File: src/sv/ppu_ram.sv
// ----------------------------------------------------------------------------
// ppu_ram
// Generic single write port, single read port RAM with registered read.
// ----------------------------------------------------------------------------
module ppu_ram #(
   parameter int WIDTH  = 8,
   parameter int DEPTH  = 64,
   parameter int ADDR_W = 6
) (
   input  logic              clock,
   input  logic              we,
   input  logic [ADDR_W-1:0] waddr,
   input  logic [WIDTH-1:0]  wdata,
   input  logic [ADDR_W-1:0] raddr,
   output logic [WIDTH-1:0]  rdata
);

   logic [WIDTH-1:0] mem_ff [DEPTH];
   logic [WIDTH-1:0] rdata_ff;

   always_ff @(posedge clock) begin
      if (we) begin
         mem_ff[waddr] <= wdata;
      end
      rdata_ff <= mem_ff[raddr];
   end

   assign rdata = rdata_ff;

endmodule

File: config.mk
export PLATFORM = sky130hd
export DESIGN_NAME = ppu_ram
export DESIGN_NICKNAME = d
export VERILOG_FILES = /design/src/sv/ppu_ram.sv
export SDC_FILE = /design/constraint.sdc
export NUM_CORES = 1
export LEC_CHECK = 0
export BUFFER_PORTS_ARGS = -buffer_cell sky130_fd_sc_hd__buf_4
export CORE_UTILIZATION = 40
export DETAILED_ROUTE_END_ITERATION = 12
export PLACE_DENSITY_LB_ADDON = 0.12
export SLEW_MARGIN = 0
export SYNTH_ARGS = -nofsm -noshare
export SYNTH_HDL_FRONTEND = slang
export SYNTH_SLANG_ARGS = --single-unit
export TNS_END_PERCENT = 5
File: constraint.sdc
create_clock -name clock -period 2.4 [get_ports clock]
set_clock_uncertainty 0.05 [all_clocks]
set_input_delay 0.12 -clock clock [delete_from_list [all_inputs] [get_ports clock]]
set_output_delay 0.12 -clock clock [all_outputs]
set_load 0.1 [all_outputs]
# Yosys cells after proc, flatten, opt, wreduce, memory -nomap -nowiden
# Memory sizes are Yosys's and may differ from the RTL's. A register that Yosys moved wholly into a read port is not among the register bits.
# Index checks and enable logic that the tools add are counted.
# W data, S select, Z words.
# word_totals
input_bits	22
ram_bits	512
regBits	0
mem_count	1
# op_classes
mux	2
# memory_table
name	words	width	rd	rd_ports_with_merged_regs	write_ports	line_no	source
mem_ff	64	8	1	1	1	18	logic [WIDTH-1:0] mem_ff [DEPTH];
# ops
op	n
$mux W1	2

# Longest topological paths before layout
# Gate-level depths: netlist (run 1).
# depth
ltp_word	2
depth_mapped	9
mapped_depth_nobuf	5

# Least setup slack after synthesis (run 1)
# OpenSTA, ideal clock, no wires.
# synth_path
path_kind	input to register
startpoint	in raddr[1]
endpoint	reg rdata_ff[3], in the netlist rdata[3] (read register of mem_ff)
cell_stages	7
path_slack_ps	562
path_buffers	3
setup_time_ps	128
t_arrival_ps	1660
path_cell_list	buf_4 -> buf_2 -> buf_2 -> mux4_2 -> mux4_2 -> o21ai_1 -> o41ai_1
# synth_lines
item	line_no	source
start: declaration	14	input logic [ADDR_W-1:0] raddr,
end: declaration	19	logic [WIDTH-1:0] rdata_ff;

==> results of run 1 <==
==> through the flow <==
step	setup slack, ns	cell area, µm²	hold WS (ns)
after global placement	-0.02277	21930	0.4616
after global routing	0.08638	23590	0.03786
after floorplan	0.5623	20170	0.1689
after CTS	0.1472	23590	0.004777
after detailed placement	-0.05158	21930	0.4611
final	0.1055	23590	0.02759
==> critical path, delay by kind of cell (launching register included) <==
kind                   cells  cell delay, ns
AO/OA/AOI/OAI              2            0.37
buffers and inverters      1            0.19
flip-flops                 1            0.38
multiplexers               2            0.75
AND/OR/NAND/NOR            1            0.42
==> area by class of cell <==
| class | count | area (µm²) | area share, % |
|---|---|---|---|
| clock buffers | 70 | 1440 | 6.104 |
| multi-input cells | 369 | 4315 | 18.29 |
| flip-flops and latches | 520 | 15530 | 65.85 |
| well taps | 664 | 830.8 | 3.522 |
| repair buffers | 151 | 1255 | 5.320 |
| clock inverters | 26 | 215.2 | 0.9122 |
==> registers in the layout, indices dropped and copies added, names as in the netlist <==
name    flops
mem_ff    512
rdata       8
==> Yosys cell counts, types with 3 or more instances <==
| cell type | n | area [µm²] |
|---|---|---|
| a21oi_1 | 3 | 15.01 |
| a22oi_1 | 3 | 22.52 |
| buf_2 | 11 | 55.05 |
| a221oi_1 | 6 | 52.55 |
| mux2i_1 | 23 | 230.2 |
| mux4_2 | 126 | 2838 |
| o221ai_1 | 8 | 70.07 |
| o22ai_1 | 8 | 50.05 |
| nand3_1 | 13 | 65.06 |
| dfxtp_1 | 8 | 160.2 |
| mux2_2 | 13 | 146.4 |
| nor2b_1 | 14 | 87.58 |
| a211oi_1 | 4 | 30.03 |
| nor2_1 | 83 | 311.6 |
| nand3b_1 | 3 | 22.52 |
| buf_4 | 13 | 97.59 |
| o2111ai_1 | 3 | 26.28 |
| nand2_1 | 19 | 71.32 |
| nor3_1 | 7 | 35.03 |
| o2bb2ai_1 | 3 | 26.28 |
| buf_6 | 4 | 45.04 |
| edfxtp_1 | 512 | 15370 |
| clkbuf_1 | 17 | 63.81 |
| nand2b_1 | 7 | 43.79 |
| buf_1 | 4 | 15.01 |
==> power by group through the flow <==
stage,logic [µW],registers [µW],clock network (µW)
after floorplan,536,10400,0
after global placement,1170,10300,0
after detailed placement,1170,10300,0
after CTS,1170,10100,8110
after global routing,1220,10100,8420
final,1150,10100,7910
==> kinds of logic (layout without fill, tap and decap cells) <==
logic type / Yosys count / in the layout
AO/OA/AOI/OAI: 54 / 54
AND/OR/NAND/NOR: 153 / 153
buffers and inverters: 51 / 247
flip-flops: 520 / 520
multiplexers: 162 / 162
==> per-layer routing <==
| layer | part of all wire (%) | wire length, µm |
|---|---|---|
| met3 | 4.6 | 2205 |
| met5 | 0.027 | 13 |
| met4 | 1.8 | 874 |
| met2 | 48 | 23460 |
| met1 | 45 | 21860 |
==> final timing paths <==
| check | slack (ns) | from | endpoint | depth (start not counted) |
|---|---|---|---|---|
| setup / recovery | 0.11 | mem_ff[29][6]$_DFFE_PP_ | rdata[6]$_DFF_P_ | 6 |
| hold / removal | 0.03 | wdata[0] | mem_ff[16][0]$_DFFE_PP_ | 1 |
| setup reg to reg | 0.11 | mem_ff[29][6]$_DFFE_PP_ | rdata[6]$_DFF_P_ | 6 |
| hold reg to reg | 0.84 | mem_ff[31][6]$_DFFE_PP_ | rdata[6]$_DFF_P_ | 3 |
==> flow_summary.yaml, run 1 <==
clocking:
  cts_resized: 0
  cts_tree: "done"
  clock_sinks: 520
  clockRootBuffer: "clkbuf_16"
  cts_buffers: 53
  post_cts_buffers: 0
  clockBufferDepth: 3
  cts_htree_levels: 2
  clk-insertion-delay-late_ns: 0.59
  clk_pin_slew_ns: 0.06
  cts_hold_buffers: 1
synth:
  synth_top_family_by_area: "multiplexers"
  synth-edff-count: 512
  ys_seq_area_share_pct: 77.03
  ys_ff_latch: 520
  synth-async-reset-ratio_pct: 0
  synth-compound-area-share_pct: 2.072
  synthFlopType: "edfxtp_1"
  netlist_instances: 940
  syn_nets: 962
  synth_fa_ha_area_share_pct: 0
  synth_cell_types: 40
  synth-simple-area-share_pct: 3.388
  synth.area.mux_share_pct: 15.94
  synth.avg_cell_area_um2: 21.45
  synth_xor_area_share_pct: 0
  synth_area_um2: 20170
  synth_warnings: 0
finish:
  fillers: 4137
  finalNonFillerCells: 1800
  diodes: 0
  drive_gt1_share_pct: 31.95
  area_growth_pct: 16.98
  fin_util_pct: 47.80
  final_common_cell: "edfxtp_1"
  nets: 1117
  mostFrequentLayoutCells: "edfxtp_1, buf_4, mux4_2"
placement:
  place.gp.congestion: 0.7720
  dp_hpwl_mm: 29.69
  dp.cells: 1703
  port_buffers: 29
setup_path:
  path_class: "flip-flop to flip-flop"
  critPathCaptureType: "flip-flop"
  crit_required_ns: 2.80
  critPathMaxFanout: 1
  crit_arrival_ns: 2.70
  max_stage_delay_ns: 0.47
  setup.worst_path.start_class: "flip-flop"
  slowest_stage: "mux4_2"
  path_cells: "mux4_2, mux2_2, o221a_2, nor3_1, buf_4, o32ai_1"
power:
  clkPwrFrac_pct: 41.3
  peakVddDrop_mv: 0.5175
  switchingPower_uw: 4065
  swShare_pct: 21.23
  comb_power_share_pct: 6.0
  intPower_uw: 15090
  p_leak_uw: 0.007583
  fin_total_pwr_uw: 19150
  seqPwrFrac_pct: 52.7
  power.density_nw_per_um2: 811.8
drt:
  drc_errors: 0
  drt_iter0_drc: 764
  wl_per_cell_um: 26.90
  routed_wl_mm: 48.41
  vias_per_cell: 5.397
  vias: 9714
  ant_nets: 0
  detail_route.first_pass.iterations: 5
global_routing:
  met1_usage_pct: 27.86
  grt_pass1_vias: 10096
  top_usage_layer: "met2"
  track_usage_pct: 19.72
  grt_util_met3_pct: 3.175
  grt_pass1_wl_mm: 71.13
  grt.met2_usage_pct: 31.88
  grt_max_degree: 65
  grt-ovfl-total: 0
  grt_antenna_before_repair: 1
sta:
  grt_setup_unrepaired: "false"
  setup_viol: 0
  max_freq_mhz: 435.8
  finalMaxSlewViolations: 0
  tns_ns: 0
  slew_headroom_pct: 47.46
  fin_crit_ns: 2.295
  worstMarginPinSlew_ns: 0.7882
  fin_crit_sh_pct: 95.60
  hold_viol: 0
floorplan:
  io_pins: 30
  dieArea_um2: 51320
  dieHeight_um: 226.5
  placement_rows: 81
  start_util_pct: 40.86
  core_area_um2: 49360
  die_w_um: 226.5
flow_run:
  cap_violations: 0
run_status:
  status: "finished, final reports clean"
worst_hold_path:
  hp-class: "input pin to flip-flop"
Note: power is estimated with default switching activity, not from simulation.
==> inputs of run 2 (changes only) <==
--- a/config.mk
+++ b/config.mk
@@ -9,6 +9,7 @@
 export CORE_UTILIZATION = 40
 export DETAILED_ROUTE_END_ITERATION = 12
 export PLACE_DENSITY_LB_ADDON = 0.12
+export RECOVER_POWER = 100
 export SLEW_MARGIN = 0
 export SYNTH_ARGS = -nofsm -noshare
 export SYNTH_HDL_FRONTEND = slang
==> flow_summary.yaml, run 2 (same netlist as run 1, synthesis figures left out) <==
sta:
  hold_ws_ns: 0.05277
  finalMaxSlewViolations: 15
  fin_crit_sh_pct: 96.04
  max_freq_mhz: 433.9
  setup_viol: 0
  fin_crit_ns: 2.305
  grt_setup_unrepaired: "false"
  worstMarginPinSlew_ns: 1.502
  slew_headroom_pct: -0.1202
  hold_viol: 0
setup_path:
  critPathCaptureType: "flip-flop"
  slowest_stage: "mux4_2"
  crit_arrival_ns: 2.71
  path_class: "flip-flop to flip-flop"
  max_stage_delay_ns: 0.47
  cp_top_family: "multiplexers"
  crit_required_ns: 2.80
  crit_buf_inv: 1
  setup.worst_path.start_class: "flip-flop"
  critPathMaxFanout: 1
  path_cells: "mux4_2, mux2_2, o221a_2, nor3_1, buf_4, o32ai_1"
floorplan:
  dieArea_um2: 51320
  start_util_pct: 40.86
  core_area_um2: 49360
  dieHeight_um: 226.5
  placement_rows: 81
  io_pins: 30
  die_w_um: 226.5
clocking:
  clock_sinks: 520
  cts_resized: 0
  cts_tree: "done"
  clockRootBuffer: "clkbuf_16"
  clk_pin_slew_ns: 0.06
  clk-insertion-delay-late_ns: 0.59
  clockBufferDepth: 3
  cts_htree_levels: 2
  cts_buffers: 53
global_routing:
  track_usage_pct: 19.72
  grt_max_degree: 65
  grt_pass1_vias: 10096
  grt_antenna_before_repair: 1
  grt_pass1_wl_mm: 71.13
  grt-ovfl-total: 0
power:
  swShare_pct: 21.27
  seqPwrFrac_pct: 52.8
  switchingPower_uw: 4070
  p_leak_uw: 0.007202
  peakVddDrop_mv: 0.5177
  comb_power_share_pct: 5.8
  clkPwrFrac_pct: 41.4
  power.density_nw_per_um2: 823.8
  intPower_uw: 15060
finish:
  largest_register_ffs: 512
  diodes: 0
  fillers: 4205
  area_growth_pct: 15.17
  largest_register: "mem_ff"
  mostFrequentLayoutCells: "edfxtp_1, mux4_2, clkbuf_1"
  fin_util_pct: 47.06
  nets: 1117
  drive_gt1_share_pct: 24.03
  final_common_cell: "edfxtp_1"
placement:
  dp_hpwl_mm: 29.69
  place.gp.congestion: 0.7720
  port_buffers: 29
drt:
  drt_iter0_drc: 789
  vias_per_cell: 5.376
  detail_route.first_pass.iterations: 5
  wl_per_cell_um: 26.87
  ant_nets: 0
  drc_errors: 0
  routed_wl_mm: 48.36
  vias: 9676
worst_hold_path:
  hp-class: "input pin to flip-flop"
flow_run:
  cap_violations: 0
run_status:
  status: "complete, but fails checks"
  violations: "slew limit"
-- run 2: area by class of cell --
cell class | count | area (µm²) | area share (%)
clock buffer | 70 | 1440 | 6.201
clock inverter | 26 | 215.2 | 0.9266
multi-input combinational | 369 | 4315 | 18.58
sequential | 520 | 15530 | 66.89
tap | 664 | 830.8 | 3.577
timing repair buffer | 151 | 889.6 | 3.830
-- run 2: worst paths after layout --
check	startpoint	end	slack, ns	depth (start not counted)
setup / recovery	mem_ff[29][6]$_DFFE_PP_	rdata[6]$_DFF_P_	0.1	6
hold / removal	waddr[1]	mem_ff[49][2]$_DFFE_PP_	0.05	3
setup reg to reg	mem_ff[29][6]$_DFFE_PP_	rdata[6]$_DFF_P_	0.1	6
hold reg to reg	mem_ff[62][5]$_DFFE_PP_	rdata[5]$_DFF_P_	0.84	5
-- run 2: power by group through the flow --
stage	clock network, µW	logic, µW	registers (µW)
3_5_place_dp	0	1170	10300
6_report	7920	1110	10100
2_1_floorplan	0	536	10400
4_1_cts	8110	1170	10100
3_3_place_gp	0	1170	10300
5_1_grt	8420	1190	10100
-- run 2: worst register-to-register path, cell delays in order, from the launching register on --
cell and delay (ns):
edfxtp_1 0.38, mux4_2 0.47, mux2_2 0.28, o221a_2 0.28, nor3_1 0.43, buf_4 0.19, o32ai_1 0.09
-- run 2: timing repair --
item                      CTS  global route
hold buffers                1             0
setup buffers               0             0
hold endpoints to repair    8             0
-- run 2: per-layer routing --
layer,up-vias,GRT usage [%],part of all wire [%]
met4,2,5.253,1.8
met1,5167,27.86,45
met3,56,3.175,4.7
met2,208,31.88,48
met5,-,0,0.027
li1,4243,-,-
-- run 2: through the flow --
step	instances	instance area (µm²)	setup slack (ns)	total power [µW]	TNS [ns]
floorplan	940	20170	0.5623	10920	0
global placement	1703	21930	-0.02277	11450	-0.02354
detailed placement	1703	21930	-0.05158	11460	-0.05158
CTS	1800	23590	0.1472	19370	0
global route	1800	23230	0.08638	19710	0
finish	1800	23230	0.09512	19130	0
==> inputs of run 3 (changes only) <==
--- a/config.mk
+++ b/config.mk
@@ -6,9 +6,10 @@
 export NUM_CORES = 1
 export LEC_CHECK = 0
 export BUFFER_PORTS_ARGS = -buffer_cell sky130_fd_sc_hd__buf_4
-export CORE_UTILIZATION = 40
+export CORE_UTILIZATION = 30
 export DETAILED_ROUTE_END_ITERATION = 12
-export PLACE_DENSITY_LB_ADDON = 0.12
+export GPL_TIMING_DRIVEN = 0
+export PLACE_DENSITY_LB_ADDON = 0.2
 export RECOVER_POWER = 100
 export SLEW_MARGIN = 0
 export SYNTH_ARGS = -nofsm -noshare
==> flow_summary.yaml, run 3 (same netlist as run 1, synthesis figures left out) <==
run_status:
  status: "complete, but fails checks"
  violations: "DRC, setup timing"
floorplan:
  core_area_um2: 66100
  io_pins: 30
  die_w_um: 261.3
  dieArea_um2: 68260
  placement_rows: 94
  start_util_pct: 30.51
  dieHeight_um: 261.3
finish:
  nets: 1041
  fillers: 6216
  diodes: 0
  drive_gt1_share_pct: 25.40
  largest_register_ffs: 512
  area_growth_pct: 14.72
  largest_register: "mem_ff"
  final_common_cell: "edfxtp_1"
  mostFrequentLayoutCells: "edfxtp_1, mux4_2, nor2_1"
  fin_util_pct: 35.00
setup_path:
  critPathMaxFanout: 10
  crit_arrival_ns: 2.80
  crit_required_ns: 2.79
  slowest_stage: "nand3_1"
  r2r-end: "rdata[3]$_DFF_P_"
  cp_top_family: "buffers and inverters"
  path_cells: "buf_4, buf_2, buf_4, clkbuf_2, nand3_1, o221ai_1, a21oi_1, o21ai_1, o41ai_2"
  r2r_start: "mem_ff[3][3]$_DFFE_PP_"
  setup.worst_path.start_class: "input pin"
  max_stage_delay_ns: 0.53
  path_class: "input pin to flip-flop"
  r2r_slack_ns: 0.04
  critPathCaptureType: "flip-flop"
  startpoint: "raddr[1]"
  crit_buf_inv: 4
  cpMostUsedCell: "buf_4"
  reg2reg_depth: 4
drt:
  wl_per_cell_um: 27.98
  ant_nets: 0
  vias: 9755
  drc_errors: 1
  routed_wl_mm: 53.91
  vias_per_cell: 5.062
  drt_iter0_drc: 983
  detail_route.first_pass.iterations: 11
sta:
  slew_headroom_pct: 0.7144
  worstMarginPinSlew_ns: 1.489
  tns_ns: -0.006699
  finalMaxSlewViolations: 0
  grt_setup_unrepaired: "false"
  fin_crit_sh_pct: 100.3
  setup_ws_ns: -0.006699
  max_freq_mhz: 415.5
  hold_viol: 0
  hold_ws_ns: 0.2298
  setup_viol: 1
  fin_crit_ns: 2.407
clocking:
  clk_pin_slew_ns: 0.06
  clk-insertion-delay-late_ns: 0.61
  cts_tree: "done"
  cts_buffers: 55
  cts_htree_levels: 2
  post_cts_buffers: 0
  clockRootBuffer: "clkbuf_16"
  clockBufferDepth: 3
  clock_sinks: 520
global_routing:
  track_usage_pct: 16.07
  grt_max_degree: 65
  grt_pass1_vias: 9920
  grt-ovfl-total: 0
  grt_antenna_before_repair: 1
  grt_pass1_wl_mm: 75.89
power:
  peakVddDrop_mv: 0.5857
  power.density_nw_per_um2: 840.1
  p_leak_uw: 0.007055
placement:
  preCtsSetupSlack_ns: -0.9810
  place.gp.congestion: 0.8421
  port_buffers: 21
  dp_hpwl_mm: 34.28
worst_hold_path:
  min_to: "mem_ff[49][0]$_DFFE_PP_"
  hp-class: "input pin to flip-flop"
  whs_path_depth: 3
  hp-start: "waddr[0]"
flow_run:
  cap_violations: 0
[run 3: changes by cell type in the layout (fill, tap and decap cells not counted), moves of 3 or more]
cell	delta
clkbuf_1	-69
clkbuf_16	+3
buf_12	-7
clkinvlp_4	+5
buf_2	+9
buf_4	-22
buf_6	+4
[run 3: worst max-delay path by stage]
stage | depth (start not counted) | end
5_1_grt | 9 | rdata[5]$_DFF_P_
3_3_place_gp | 7 | rdata[5]$_DFF_P_
2_1_floorplan | 7 | rdata[3]$_DFF_P_
6_report | 9 | rdata[3]$_DFF_P_
3_5_place_dp | 7 | rdata[5]$_DFF_P_
4_1_cts | 5 | rdata[6]$_DFF_P_
[run 3: layout make-up]
| class | count | area [µm²] | area share (%) |
|---|---|---|---|
| plain buffers | 51 | 326.6 | 1.412 |
| clock buffers | 69 | 1490 | 6.441 |
| flip-flops and latches | 520 | 15530 | 67.15 |
| repair buffers | 22 | 115.1 | 0.4976 |
| clock inverters | 32 | 246.5 | 1.065 |
| well taps | 864 | 1081 | 4.673 |
| multi-input cells | 369 | 4340 | 18.76 |
[run 3: report_power, final]
group / switching (µW) / internal (µW)
sequential: 16.2 / 10100
combinational: 811 / 355
clock: 3490 / 4700
[run 3: per-stage QoR]
stage / std cells / total power [µW] / instance area, µm²
floorplan: 940 / 10920 / 20170
global placement: 1825 / 11440 / 21410
detailed placement: 1825 / 11460 / 21410
CTS: 1927 / 19650 / 23170
global route: 1927 / 20020 / 23130
finish: 1927 / 19440 / 23130
[run 3: routing by layer]
layer	routed length, µm	share of wire, %	up-vias	global-route usage, %
met2	26110	48	313	26.25
met1	23530	44	5288	21.93
met3	3194	5.9	67	3.107
met5	0	0	-	0
li1	-	-	4087	-
met4	1076	2.0	0	4.312
[run 3: worst min-delay path: stages]
cell and delay (ns):
buf_4 0.15, nand4_1 0.16, nor3_1 0.22
[run 3: timing repair]
action	CTS	global route
endpoints found under the setup margin	5	3
pin swaps	0	0
hold buffers	1	0
gates resized for setup	5	3
hold endpoints to repair	2	0
