==> config.mk <==
export PLATFORM = sky130hd
export DESIGN_NAME = ppu_div
export DESIGN_NICKNAME = d
export VERILOG_FILES = /design/src/sv/ppu_pkg.sv /design/src/sv/ppu_div.sv
export SDC_FILE = /design/constraint.sdc
export NUM_CORES = 1
export LEC_CHECK = 0
export BUFFER_PORTS_ARGS = -buffer_cell sky130_fd_sc_hd__buf_4
export CORE_UTILIZATION = 35
export CTS_BUF_LIST = sky130_fd_sc_hd__clkbuf_8
export DETAILED_ROUTE_END_ITERATION = 10
export GPL_TIMING_DRIVEN = 0
export MAX_ROUTING_LAYER = met4
export SETUP_SLACK_MARGIN = 0.1
export SLEW_MARGIN = 20
export SYNTH_ARGS = -nofsm -noshare
export SYNTH_HDL_FRONTEND = slang
export SYNTH_SLANG_ARGS = --single-unit
export TNS_END_PERCENT = 20
==> constraint.sdc <==
create_clock -name clock -period 2.3 [get_ports clock]
set_input_delay 0.23 -clock clock [delete_from_list [all_inputs] [get_ports clock]]
set_output_delay 0.23 -clock clock [all_outputs]
set_load 0.005 [all_outputs]
==> src/sv/ppu_pkg.sv <==
// ----------------------------------------------------------------------------
// ppu_pkg
// Types and codes shared by the particle pool update block.
// ----------------------------------------------------------------------------
package ppu_pkg;

   localparam int IDX_W  = 7;   // slot counter, holds the pool size itself
   localparam int CSR_IW = 3;
   localparam int REG_W  = 12;
   localparam int POS_W  = 32;
   localparam int VEL_W  = 20;
   localparam int LIFE_W = 8;

   localparam logic CMD_SPAWN = 1'b0;
   localparam logic CMD_TICK  = 1'b1;

   localparam logic [1:0] STATUS_REPORT = 2'd0;
   localparam logic [1:0] STATUS_SPAWN  = 2'd1;
   localparam logic [1:0] STATUS_FULL   = 2'd2;
   localparam logic [1:0] STATUS_NONE   = 2'd3;

   localparam logic [1:0] CLASS_STAR  = 2'd0;
   localparam logic [1:0] CLASS_BREAK = 2'd1;

   localparam logic [CSR_IW-1:0] CSR_STAR_FRICTION  = 3'd0;
   localparam logic [CSR_IW-1:0] CSR_STAR_GRAVITY   = 3'd1;
   localparam logic [CSR_IW-1:0] CSR_BREAK_FRICTION = 3'd2;
   localparam logic [CSR_IW-1:0] CSR_BREAK_GRAVITY  = 3'd3;
   localparam logic [CSR_IW-1:0] CSR_FOG_FRICTION   = 3'd4;
   localparam logic [CSR_IW-1:0] CSR_FOG_GRAVITY    = 3'd5;

   typedef struct packed {
      logic              cmd;
      logic [1:0]        particle_class;
      logic [POS_W-1:0]  start_x;
      logic [POS_W-1:0]  start_y;
      logic [VEL_W-1:0]  start_vx;
      logic [VEL_W-1:0]  start_vy;
      logic [LIFE_W-1:0] life_ticks;
      logic [3:0]        frame_count;
   } req_type;

   typedef struct packed {
      logic [1:0]       status;
      logic [5:0]       slot;
      logic [POS_W-1:0] pos_x;
      logic [POS_W-1:0] pos_y;
      logic [3:0]       frame;
      logic             last;
   } rsp_type;

   typedef struct packed {
      logic [POS_W-1:0]  x;
      logic [POS_W-1:0]  y;
      logic [VEL_W-1:0]  vx;
      logic [VEL_W-1:0]  vy;
      logic [LIFE_W-1:0] left;
      logic [LIFE_W-1:0] total;
      logic [1:0]        pclass;
      logic [3:0]        frames;
   } rec_type;

   typedef struct packed {
      logic              start;
      logic [LIFE_W-1:0] dividend;
      logic [LIFE_W-1:0] divisor;
   } div_req_type;

   typedef struct packed {
      logic              done;
      logic [LIFE_W-1:0] quot;
   } div_rsp_type;

   typedef enum logic [3:0] {
      ST_IDLE,
      ST_SP_SCAN,
      ST_SP_RSP,
      ST_TK_SCAN,
      ST_TK_UPD,
      ST_TK_POS,
      ST_TK_DIV1,
      ST_TK_DIV2,
      ST_TK_EMIT,
      ST_TK_FIN
   } state_type;

endpackage

==> src/sv/ppu_div.sv <==
// ----------------------------------------------------------------------------
// ppu_div
// Restoring divider for 8-bit unsigned operands, one quotient bit a cycle.
// ----------------------------------------------------------------------------
module ppu_div
   import ppu_pkg::*;
(
   input  logic        clock,
   input  logic        reset,
   input  div_req_type div_req,
   output div_rsp_type div_rsp
);

   localparam int CNT_W = $clog2(LIFE_W);

   logic              busy_ff, busy_in;
   logic              done_ff, done_in;
   logic [CNT_W-1:0]  cnt_ff, cnt_in;
   logic [LIFE_W-1:0] rem_ff, rem_in;
   logic [LIFE_W-1:0] quot_ff, quot_in;
   logic [LIFE_W-1:0] dvs_ff, dvs_in;
   logic [LIFE_W:0]   shifted;
   logic [LIFE_W:0]   diff;

   always_comb begin
      busy_in = busy_ff;
      done_in = 1'b0;
      cnt_in  = cnt_ff;
      rem_in  = rem_ff;
      quot_in = quot_ff;
      dvs_in  = dvs_ff;
      shifted = {rem_ff, quot_ff[LIFE_W-1]};
      diff    = shifted - {1'b0, dvs_ff};
      if (div_req.start) begin
         busy_in = 1'b1;
         cnt_in  = '0;
         rem_in  = '0;
         quot_in = div_req.dividend;
         dvs_in  = div_req.divisor;
      end else if (busy_ff) begin
         if (!diff[LIFE_W]) begin
            rem_in  = diff[LIFE_W-1:0];
            quot_in = {quot_ff[LIFE_W-2:0], 1'b1};
         end else begin
            rem_in  = shifted[LIFE_W-1:0];
            quot_in = {quot_ff[LIFE_W-2:0], 1'b0};
         end
         cnt_in = cnt_ff + 1'b1;
         if (cnt_ff == CNT_W'(LIFE_W - 1)) begin
            busy_in = 1'b0;
            done_in = 1'b1;
         end
      end
   end

   always_ff @(posedge clock) begin
      if (reset) begin
         busy_ff <= 1'b0;
         done_ff <= 1'b0;
         cnt_ff  <= '0;
      end else begin
         busy_ff <= busy_in;
         done_ff <= done_in;
         cnt_ff  <= cnt_in;
      end
      rem_ff  <= rem_in;
      quot_ff <= quot_in;
      dvs_ff  <= dvs_in;
   end

   assign div_rsp.done = done_ff;
   assign div_rsp.quot = quot_ff;

endmodule
Word level (Yosys, flattened, before mapping)
Index checks and enable logic that the tools add are counted.
Widths: inputs -> output; s select.
- register bits after elaboration: 29
- bits of input ports: 19
- output and inout bits: 9
- add/sub/neg operators: 2
- equal/unequal tests: 1
- mux-type cells: 8
- bitwise gates (word level): 1
- reduce and logical (&&, ||, !) cells: 3
- operators with widths (operator ; count):
    $mux 8 ; 3
    $sub 9x8->9 ; 1
    $mux 1 ; 5
    $add 3x1->3 const B ; 1
    $eq 3x3->1 const B ; 1
    $reduce_or 3->1 ; 1
    $reduce_bool 2->1 ; 1
    $reduce_or 2->1 ; 1
    $not 1->1 ; 1

Longest topological paths before layout
Gate-level depths: netlist of run 1.
- depth in word-level cells: 4
- gate-level depth with buffers: 10

Least setup slack after synthesis of run 1
OpenSTA, ideal clock, no wires.
- path kind: register to register
- from: register quot_ff[7]
- to: register quot_ff[0] (data pin)
- arrival: 2.120 ns
- required time: 2.040 ns
- slack: -0.080 ns
- cell stages (with the launch flop): 10
- buffers on the path: 1
- period minus slack after synthesis: 2.380 ns
- cells stage by stage: edfxtp_1 inv_1 ha_1 fa_1 nand2b_1 a211oi_2 mux2i_1 nand2_2 buf_6 mux2_2
- longest elaborated chain between the ends: 4
- ends and longest elaborated chain (what ; line ; source):
    start: declaration ; ppu_div.sv:20 ; logic [LIFE_W-1:0] quot_ff, quot_in;
    start signal: assignment ; ppu_div.sv:67 ; quot_ff <= quot_in;
    $sub 9x8->9 ; ppu_div.sv:33 ; diff = shifted - {1'b0, dvs_ff};
    $mux 1 ; ppu_div.sv:41 ; if (!diff[LIFE_W]) begin
    $mux 8 ; ppu_div.sv:40 ; end else if (busy_ff) begin
    $mux 8 ; ppu_div.sv:34 ; if (div_req.start) begin
    via quot_in[0] ; ppu_div.sv:20 ;
The timed path passes the listed nets, and every way through them passes these cells. The select of a mux whose other input is x is not followed.
A chain may end at the register's enable or synchronous reset.

Worst setup path after layout of run 1
Same ends and word-level chain as after synthesis.

==> key figures, run 1 <==
Outcome
  • Outcome: complete, but fails checks
  • Failing checks: negative setup slack

Critical path
  • WS Path Type: reg -> reg
  • Crit path max fanout: 10
  • Critical Path RT: 2.34 ns
  • Crit start category: flip-flop
  • CP endpoint kind: flip-flop
  • Worst EP arrival: 2.42 ns
  • Worst R2R Setup Slack: -0.08 ns

Final layout
  • Sequential Area: 741 um2
  • Fin cells: 234
  • Number of fill cells in the layout: 405
  • Share of cells above drive strength 1: 31.9%
  • Post-layout util: 45.8%
  • Area delta synth->final: 25.9%
  • Final #Nets: 211
  • Most common cell after layout, fill and taps aside: buf_4
  • ANT cells: 0
  • Commonest non-fill, non-tap cells in the layout: buf_4 (29), edfxtp_1 (16), dfxtp_1 (13)
  • Area of the multi-input gates: 783 um2

Synth
  • Syn_area_per_cell: 10.8 um2
  • Post-synth EDFFs: 16
  • Mapped Cells: 146
  • Seq cells post-synth: 29
  • Seq/Total Area, Yosys: 46.8%
  • Syn_nets: 176
  • Netlist Area Pre-Place: 0.00158 mm2
  • Top_reg_cell synth: edfxtp_1
  • YS warnings: 0
  • Ys async rst share: 0%
  • Post-synthesis cell type count: 41

Route
  • Via density: 5.11
  • Vias: 1196
  • Final Routed Wirelength: 3.01 mm
  • DRT antenna net count: 0
  • DR iter-0 viols: 46
  • Wire per inst: 12.9 um
  • Residual DRC: 0
  • Initial DRT Pass Iterations: 4

Global routing
  • Vias in the first global route: 1150
  • Pin count of the biggest net entering global routing: 11
  • First-pass GRT wire length: 4.95 mm
  • GRT Resource Usage Total: 13.5%
  • Initial antenna violation count: 0
  • Grt ovf: 0

STA
  • Final setup vio count: 2
  • RSZ-0062 raised after global routing: yes
  • Relative slew slack: 67.1%
  • Hold Fails Final Rpt: 0
  • Actual slew at the worst max-slew pin: 0.493 ns
  • Final worst slack: -0.0798 ns
  • Final min period: 2.38 ns
  • Max-slew violations: 0
  • Max Clock Freq: 0.420 GHz
  • Worst Clk Skew: 0.00932 ns
  • Period utilisation layout: 103%

Clock tree
  • Worst-skew pair later-pin latency: 0.29 ns
  • Num CTS Buffers: 5
  • CTS sink count: 29
  • Post-CTS Hold Buffers: 0
  • Clock Path Buffers: 2
  • TritonCTS clock tree: built
  • Clk slew on worst S/H paths: 0.07 ns
  • H-tree lvl count: 2
  • Root Driver: clkbuf_8

Floorplanning
  • Die ar.: 0.00479 mm2
  • Initial core utilization: 36.4%
  • Num rows: 24
  • Boundary pin count: 28
  • Total core area: 0.00435 mm2
  • Die width: 69.2 um
  • Die height: 69.2 um

Pwr
  • Peak supply drop: 0.394 mV
  • Pleak: 0.818 nW
  • Power Dens Cells: 760 mW/mm2

Placed design
  • Hpwl dp: 2.32 mm
  • Pre-CTS setup slack: -0.144 ns
  • Port bufs: 27
  • Gpl congestion: 0.792
  • Dpl cells: 225

Flow run
  • Max_cap viols: 0

Worst hold path
  • Hold Crit Class: in -> reg
## metal layers
| layer | up-vias | wire [um] | GRT usage, % |
|---|---|---|---|
| met4 | 0 | 55 | 5.44 |
| met1 | 558 | 1360 | 15.3 |
| met2 | 36 | 1460 | 21.9 |
| met5 | - | 0 | - |
| met3 | 6 | 137 | 4.36 |
| li1 | 596 | - | - |
## through the flow
| step | total power, W | TNS, ns | cell area (um2) | hold WS, ns |
|---|---|---|---|---|
| 2_1_floorplan | 0.000865 | 0 | 1590 | 0.302 |
| 3_3_place_gp | 0.000958 | -0.435 | 1860 | 0.408 |
| 3_5_place_dp | 0.000970 | -0.374 | 1860 | 0.410 |
| 4_1_cts | 0.00153 | -0.113 | 1990 | 0.113 |
| 5_1_grt | 0.00159 | -0.868 | 1990 | 0.110 |
| 6_report | 0.00152 | -0.0978 | 1990 | 0.122 |
## kinds of logic after synthesis
family | after synthesis | synth area share (%)
and+or+nand+nor | 42 | 13.8
DFF | 29 | 46.8
AOI/OAI and AO/OA | 28 | 12.9
buffers and inverters | 17 | 4.74
muxes | 17 | 11.5
adders and majority gates | 11 | 9.17
xor gates and xnor gates | 2 | 1.11
## critical path: stages (launching register included)
cell and delay (ns):
edfxtp_1 0.37, inv_1 0.05, ha_2 0.19, fa_2 0.35, nand2b_4 0.16, a211oi_2 0.22
mux2i_1 0.28, nand2_2 0.10, buf_6 0.16, mux2_2 0.25
## cell usage after synthesis, types with 2 or more instances
library cell / n / area (um2)
a21oi_1: 4 / 20.0
ha_1: 10 / 125
mux2_2: 9 / 101
a211oi_1: 4 / 30.0
nand2b_1: 6 / 37.5
dfxtp_1: 13 / 260
clkbuf_1: 2 / 7.51
nor2_1: 12 / 45.0
edfxtp_1: 16 / 480
o21ai_0: 3 / 15.0
xnor2_1: 2 / 17.5
inv_1: 12 / 45.0
mux2i_1: 8 / 80.1
o21ai_1: 3 / 15.0
nand2_1: 8 / 30.0
a21o_1: 2 / 15.0
nor2b_1: 2 / 12.5
nor3_1: 7 / 35.0
## cell type report
class,instances,share of cell area (%)
buffer,5,1.51
clock buffer,6,4.14
clock inverter,2,1.82
inverter,12,2.26
multi-input combinational,100,39.3
sequential,29,37.2
tap,52,3.26
timing repair buffer,28,10.5
## state kept, by name, indices dropped and copies added (netlist names)
name / count
cnt_ff: 3
dvs_ff: 8
busy_ff: 1
quot_ff: 8
rem_ff: 8
done_ff: 1
## where the power goes
part           internal [W]  switching (W)  total (W)  leakage [nW]
clock              0.000352       0.000201   0.000553        0.0617
combinational      0.000173       0.000166   0.000339         0.490
sequential         0.000596      0.0000268   0.000623         0.266
total               0.00112       0.000393    0.00152         0.818
## path summary, 6_finish.rpt
path                                from                endpoint  cells after the start
setup reg to reg    quot_ff[7]$_DFFE_PP_    quot_ff[0]$_DFFE_PP_                      9
hold reg to reg   rem_ff[6]$_SDFFE_PP0P_  rem_ff[6]$_SDFFE_PP0P_                      2
setup / recovery    quot_ff[7]$_DFFE_PP_    quot_ff[0]$_DFFE_PP_                      9
hold / removal                div_req[2]     dvs_ff[2]$_DFFE_PP_                      1
## what timing repair did
item / CTS / global route
buffers inserted: 1 / 0
resized for setup: 1 / 1
endpoints found under the setup margin: 9 / 9
(Power assumes the default switching activity.)
==> inputs of run 2 (changes only) <==
- BUFFER_PORTS_ARGS: -buffer_cell sky130_fd_sc_hd__buf_4 -> not set
- DONT_BUFFER_PORTS: not set -> 1
==> run 2 against run 1 <==
Net effect:
- the run still ends with negative setup slack left
- combinational power shrank 15%
- flip-flop and latch count is the same
- total power grew 1.7%
- cell count shrank 12%
- first-iteration DRC count shrank 61%
- count of clock-buffer cells in the layout shrank 1
- largest cell class unchanged
- highest routed layer unchanged
==> key figures, run 2 (same netlist as run 1, synthesis figures left out) <==
STA
  • Final setup vio count: 5
  • Final worst slack: -0.133 ns
  • Max Clock Freq: 0.411 GHz
  • Max-slew violations: 0
  • RSZ-0062 raised after global routing: yes
  • Actual slew at the worst max-slew pin: 0.475 ns
  • Final min period: 2.43 ns
  • Relative slew slack: 68.3%
  • Hold Fails Final Rpt: 0
  • Period utilisation layout: 106%
  • Worst Clk Skew: 0.00137 ns

Floorplanning
  • Boundary pin count: 28
  • Initial core utilization: 36.4%
  • Die height: 69.2 um
  • Die ar.: 0.00479 mm2
  • Num rows: 24
  • Total core area: 0.00435 mm2
  • Die width: 69.2 um

Route
  • Residual DRC: 0
  • Wire per inst: 13.9 um
  • DRT antenna net count: 0
  • Vias: 1078
  • DR iter-0 viols: 18
  • Final Routed Wirelength: 2.88 mm
  • Initial DRT Pass Iterations: 7
  • Via density: 5.21

Critical path
  • CP endpoint kind: flip-flop
  • Reg2reg path depth: 9
  • Crit start category: flip-flop
  • Critical Path RT: 2.33 ns
  • Crit path max fanout: 10
  • WS Path Type: reg -> reg
  • Launch point of the worst path: quot_ff[7]$_DFFE_PP_
  • FF-to-FF Start: quot_ff[7]$_DFFE_PP_
  • CP endpoint: quot_ff[0]$_DFFE_PP_
  • Worst r2r dst: quot_ff[0]$_DFFE_PP_
  • Worst R2R Setup Slack: -0.13 ns
  • Worst EP arrival: 2.47 ns

Pwr
  • Logic pwr share: 18.7%
  • Switch share: 24.6%
  • Internal: 0.00116 W
  • Switching Power: 0.000378 W
  • Peak supply drop: 0.578 mV
  • Flop pwr share: 40.7%
  • Clock Power Share: 40.7%
  • Power Dens Cells: 852 mW/mm2
  • Pleak: 0.691 nW

Final layout
  • Share of cells above drive strength 1: 19.4%
  • Most common cell after layout, fill and taps aside: edfxtp_1
  • Commonest non-fill, non-tap cells in the layout: edfxtp_1 (16), dfxtp_1 (13), inv_1 (12), nor2_1 (12)
  • Area delta synth->final: 14.3%
  • ANT cells: 0
  • Fin cells: 207
  • Final #Nets: 184
  • Largest regs: dvs_ff x8, quot_ff x8, rem_ff x8

Placed design
  • Port bufs: 0
  • Dpl cells: 198
  • Hpwl dp: 2.22 mm
  • Pre-CTS setup slack: -0.215 ns
  • Gpl congestion: 0.790

Flow run
  • Max_cap viols: 0

Clock tree
  • CTS sink count: 29
  • TritonCTS clock tree: built
  • Post-CTS Hold Buffers: 0
  • Root Driver: clkbuf_8
  • Clock Path Buffers: 2
  • H-tree lvl count: 2
  • Clk slew on worst S/H paths: 0.06 ns
  • Worst-skew pair later-pin latency: 0.28 ns
  • Num CTS Buffers: 5

Outcome
  • Outcome: complete, but fails checks
  • Failing checks: negative setup slack

Global routing
  • GRT Resource Usage Total: 13.4%
  • Pin count of the biggest net entering global routing: 11
  • Grt ovf: 0
  • First-pass GRT wire length: 4.89 mm
  • Initial antenna violation count: 0
  • Vias in the first global route: 1106

Worst hold path
  • Hold Crit Class: in -> reg
[run 2: what timing repair did]
| item | in CTS | in global routing |
|---|---|---|
| setup endpoints to repair | 9 | 9 |
| hold endpoints to repair | 0 | 0 |
| setup buffers | 1 | 0 |
| gates resized for setup | 1 | 1 |
| pin swaps | 1 | 0 |
[run 2: worst min path at each step]
stage                                   to   from  cells past startpoint  slack (ns)
floorplan               busy_ff$_SDFF_PP0_  reset                      1        0.30
global placement        busy_ff$_SDFF_PP0_  reset                      1        0.31
detailed placement      busy_ff$_SDFF_PP0_  reset                      1        0.31
CTS                 cnt_ff[2]$_SDFFE_PP0P_  reset                      1       0.008
global route        cnt_ff[0]$_SDFFE_PP0P_  reset                      1       0.004
finish              cnt_ff[2]$_SDFFE_PP0P_  reset                      1        0.02
[run 2: layout make-up]
cell class	count	area, um2
fillers	422	2540
plain buffers	5	30.0
well taps	52	65.1
clock buffers	5	68.8
clock inverters	3	65.1
multi-input cells	100	787
flip-flops and latches	29	741
inverters	12	45.0
repair buffers	1	7.51
[run 2: metrics by stage]
stage / utilization (%) / power, W / hold slack, ns / area, um2 / setup TNS (ns)
2_1_floorplan: - / 0.000865 / 0.302 / 1590 / 0
3_3_place_gp: 38.1 / 0.000914 / 0.308 / 1660 / -0.675
3_5_place_dp: 38.1 / 0.000921 / 0.310 / 1660 / -0.840
4_1_cts: 41.4 / 0.00155 / 0.00828 / 1800 / -0.704
5_1_grt: 41.6 / 0.00162 / 0.00374 / 1810 / -1.81
6_report: 41.6 / 0.00154 / 0.0188 / 1810 / -0.389
[run 2: metal layers]
layer | share of wire, % | vias to the layer above | GRT usage, %
met5 | 0 | - | -
met4 | 1.5 | 0 | 5.22
met3 | 5.9 | 5 | 4.94
met2 | 49 | 32 | 21.0
li1 | - | 545 | -
met1 | 44 | 496 | 15.7
[run 2: power groups by stage]
stage                     Sequential, W  Combinational [W]  Clock (W)
after floorplan                0.000629           0.000236          0
after detailed placement       0.000638           0.000283          0
final                          0.000627           0.000288   0.000627
after CTS                      0.000628           0.000287   0.000639
after global routing           0.000634           0.000321   0.000664
after global placement         0.000639           0.000275          0
[run 2: worst max-delay path: stages (launching register included)]
cell	delay (ns)
edfxtp_1	0.41
inv_1	0.07
ha_2	0.19
fa_2	0.35
nand2b_4	0.17
a211oi_4	0.21
mux2i_1	0.27
nand2_2	0.10
buf_6	0.16
mux2_2	0.25
==> inputs of run 3 (changes only) <==
- CORE_UTILIZATION: 35 -> 55
- PLACE_DENSITY: not set -> 0.7
- SKIP_CTS_REPAIR_TIMING: not set -> 1
- clock period: 2.3 -> 2.95 ns (I/O delays scaled with it)
==> run 3 against run 2 <==
Net effect:
- the flow now finishes without violations
- clock power down 49%
- first-iteration DRC count up 120%
- worst setup slack better by 0.53 ns
- register-to-register slack better by 0.53 ns
- critical path depth unchanged
- hold slack better by 0.058 ns
- non-clock buffer count down 1
- final area down 5.6%
- core utilization up 21 points
- routed wire length down 9.9%
- count of clock-buffer cells in the layout unchanged
- fmax down 4.8%
- largest cell class unchanged
==> key figures, run 3 (same netlist as run 1, synthesis figures left out) <==
Floorplanning
  • Initial core utilization: 57.9%
  • Die height: 55.6 um
  • Boundary pin count: 28
  • Die ar.: 0.00310 mm2
  • Num rows: 19
  • Die width: 55.6 um
  • Total core area: 0.00273 mm2

STA
  • Setup TNS: 0 ns
  • Period utilisation layout: 86.7%
  • Worst Hold Slack: 0.0768 ns
  • Max Clock Freq: 0.391 GHz
  • Final min period: 2.56 ns
  • Actual slew at the worst max-slew pin: 0.497 ns
  • RSZ-0062 raised after global routing: no
  • Final worst slack: 0.394 ns
  • Max-slew violations: 0
  • Relative slew slack: 66.8%
  • Worst Clk Skew: 0.00906 ns
  • Final setup vio count: 0
  • Hold Fails Final Rpt: 0

Final layout
  • Final #Nets: 183
  • Largest regs: dvs_ff x8, quot_ff x8, rem_ff x8
  • Number of fill cells in the layout: 214
  • ANT cells: 0
  • Area of the multi-input gates: 767 um2
  • Sequential Area: 741 um2
  • Share of cells above drive strength 1: 16.9%
  • Most common cell after layout, fill and taps aside: edfxtp_1
  • Commonest non-fill, non-tap cells in the layout: edfxtp_1 (16), dfxtp_1 (13), inv_1 (12), nor2_1 (12), ha_1 (10)
  • Area delta synth->final: 7.91%
  • Final instance area: 0.00171 mm2

Placed design
  • Pre-CTS setup slack: 0.383 ns
  • Port bufs: 0
  • Hpwl dp: 1.98 mm
  • Placed cell area: 0.00162 mm2
  • Gpl congestion: 0.914

Pwr
  • Power, Total: 0.00102 W
  • Pleak: 0.659 nW
  • Power Dens Cells: 598 mW/mm2
  • Peak supply drop: 0.482 mV

Global routing
  • First-pass GRT wire length: 4.33 mm
  • GRT Resource Usage Total: 19.2%
  • Grt ovf: 0
  • Initial antenna violation count: 0
  • Pin count of the biggest net entering global routing: 11
  • Vias in the first global route: 994

Critical path
  • WS Path Type: reg -> reg
  • Critical Path RT: 2.98 ns
  • Crit start category: flip-flop
  • CP endpoint kind: flip-flop
  • Crit path max fanout: 10
  • Worst EP arrival: 2.59 ns

Clock tree
  • Clock Path Buffers: 2
  • TritonCTS clock tree: built
  • Num CTS Buffers: 5
  • Root Driver: clkbuf_8
  • Worst-skew pair later-pin latency: 0.29 ns
  • H-tree lvl count: 2
  • CTS sink count: 29
  • Clk slew on worst S/H paths: 0.06 ns

Route
  • Wire per inst: 14.0 um
  • Vias: 1072
  • Residual DRC: 0
  • DR iter-0 viols: 39
  • Initial DRT Pass Iterations: 4
  • DRT antenna net count: 0
  • Via density: 5.79
  • Final Routed Wirelength: 2.60 mm

Worst hold path
  • Hold Crit Class: in -> reg

Flow run
  • Max_cap viols: 0

Outcome
  • Outcome: finished, final reports clean
-- run 3: worst max-delay path, cell delays in order (launching register included) --
cell and delay (ns):
edfxtp_1 0.40, inv_1 0.06, ha_1 0.23, fa_1 0.41, nand2b_1 0.21, a211oi_2 0.21
mux2i_1 0.29, nand2_2 0.09, buf_6 0.16, mux2_2 0.26
-- run 3: routing by layer --
layer / wire length (um) / track usage, % / part of all wire [%] / vias up
li1: - / - / - / 542
met1: 1240 / 23.7 / 48 / 500
met2: 1160 / 28.1 / 45 / 23
met3: 145 / 8.14 / 5.6 / 7
met4: 49 / 7.50 / 1.9 / 0
met5: 0 / - / 0 / -
-- run 3: stage by stage --
| step | utilization [%] | std cells |
|---|---|---|
| after floorplan | - | 146 |
| after global placement | 59.3 | 177 |
| after detailed placement | 59.3 | 177 |
| after CTS | 62.5 | 185 |
| after global routing | 62.5 | 185 |
| final | 62.5 | 185 |
-- run 3: area by class of cell --
class | instances | share of cell area (%)
tap | 31 | 2.27
clock inverter | 3 | 1.03
multi-input combinational | 100 | 44.9
buffer | 5 | 1.76
inverter | 12 | 2.64
clock buffer | 5 | 4.03
sequential | 29 | 43.4
-- run 3: worst paths after layout --
check / endpoint / slack [ns] / start / depth (start not counted)
worst max-delay path: quot_ff[0]$_DFFE_PP_ / 0.39 / quot_ff[7]$_DFFE_PP_ / 9
worst min-delay path: cnt_ff[1]$_SDFFE_PP0P_ / 0.08 / reset / 1
worst max register to register: quot_ff[0]$_DFFE_PP_ / 0.39 / quot_ff[7]$_DFFE_PP_ / 9
worst min register to register: rem_ff[1]$_SDFFE_PP0P_ / 0.47 / rem_ff[1]$_SDFFE_PP0P_ / 2
-- run 3: power by group --
group | internal [W] | switching (W) | total (W)
registers | 0.000465 | 0.0000238 | 0.000489
logic | 0.000101 | 0.000114 | 0.000214
clock network | 0.000162 | 0.000157 | 0.000319
total | 0.000728 | 0.000294 | 0.00102
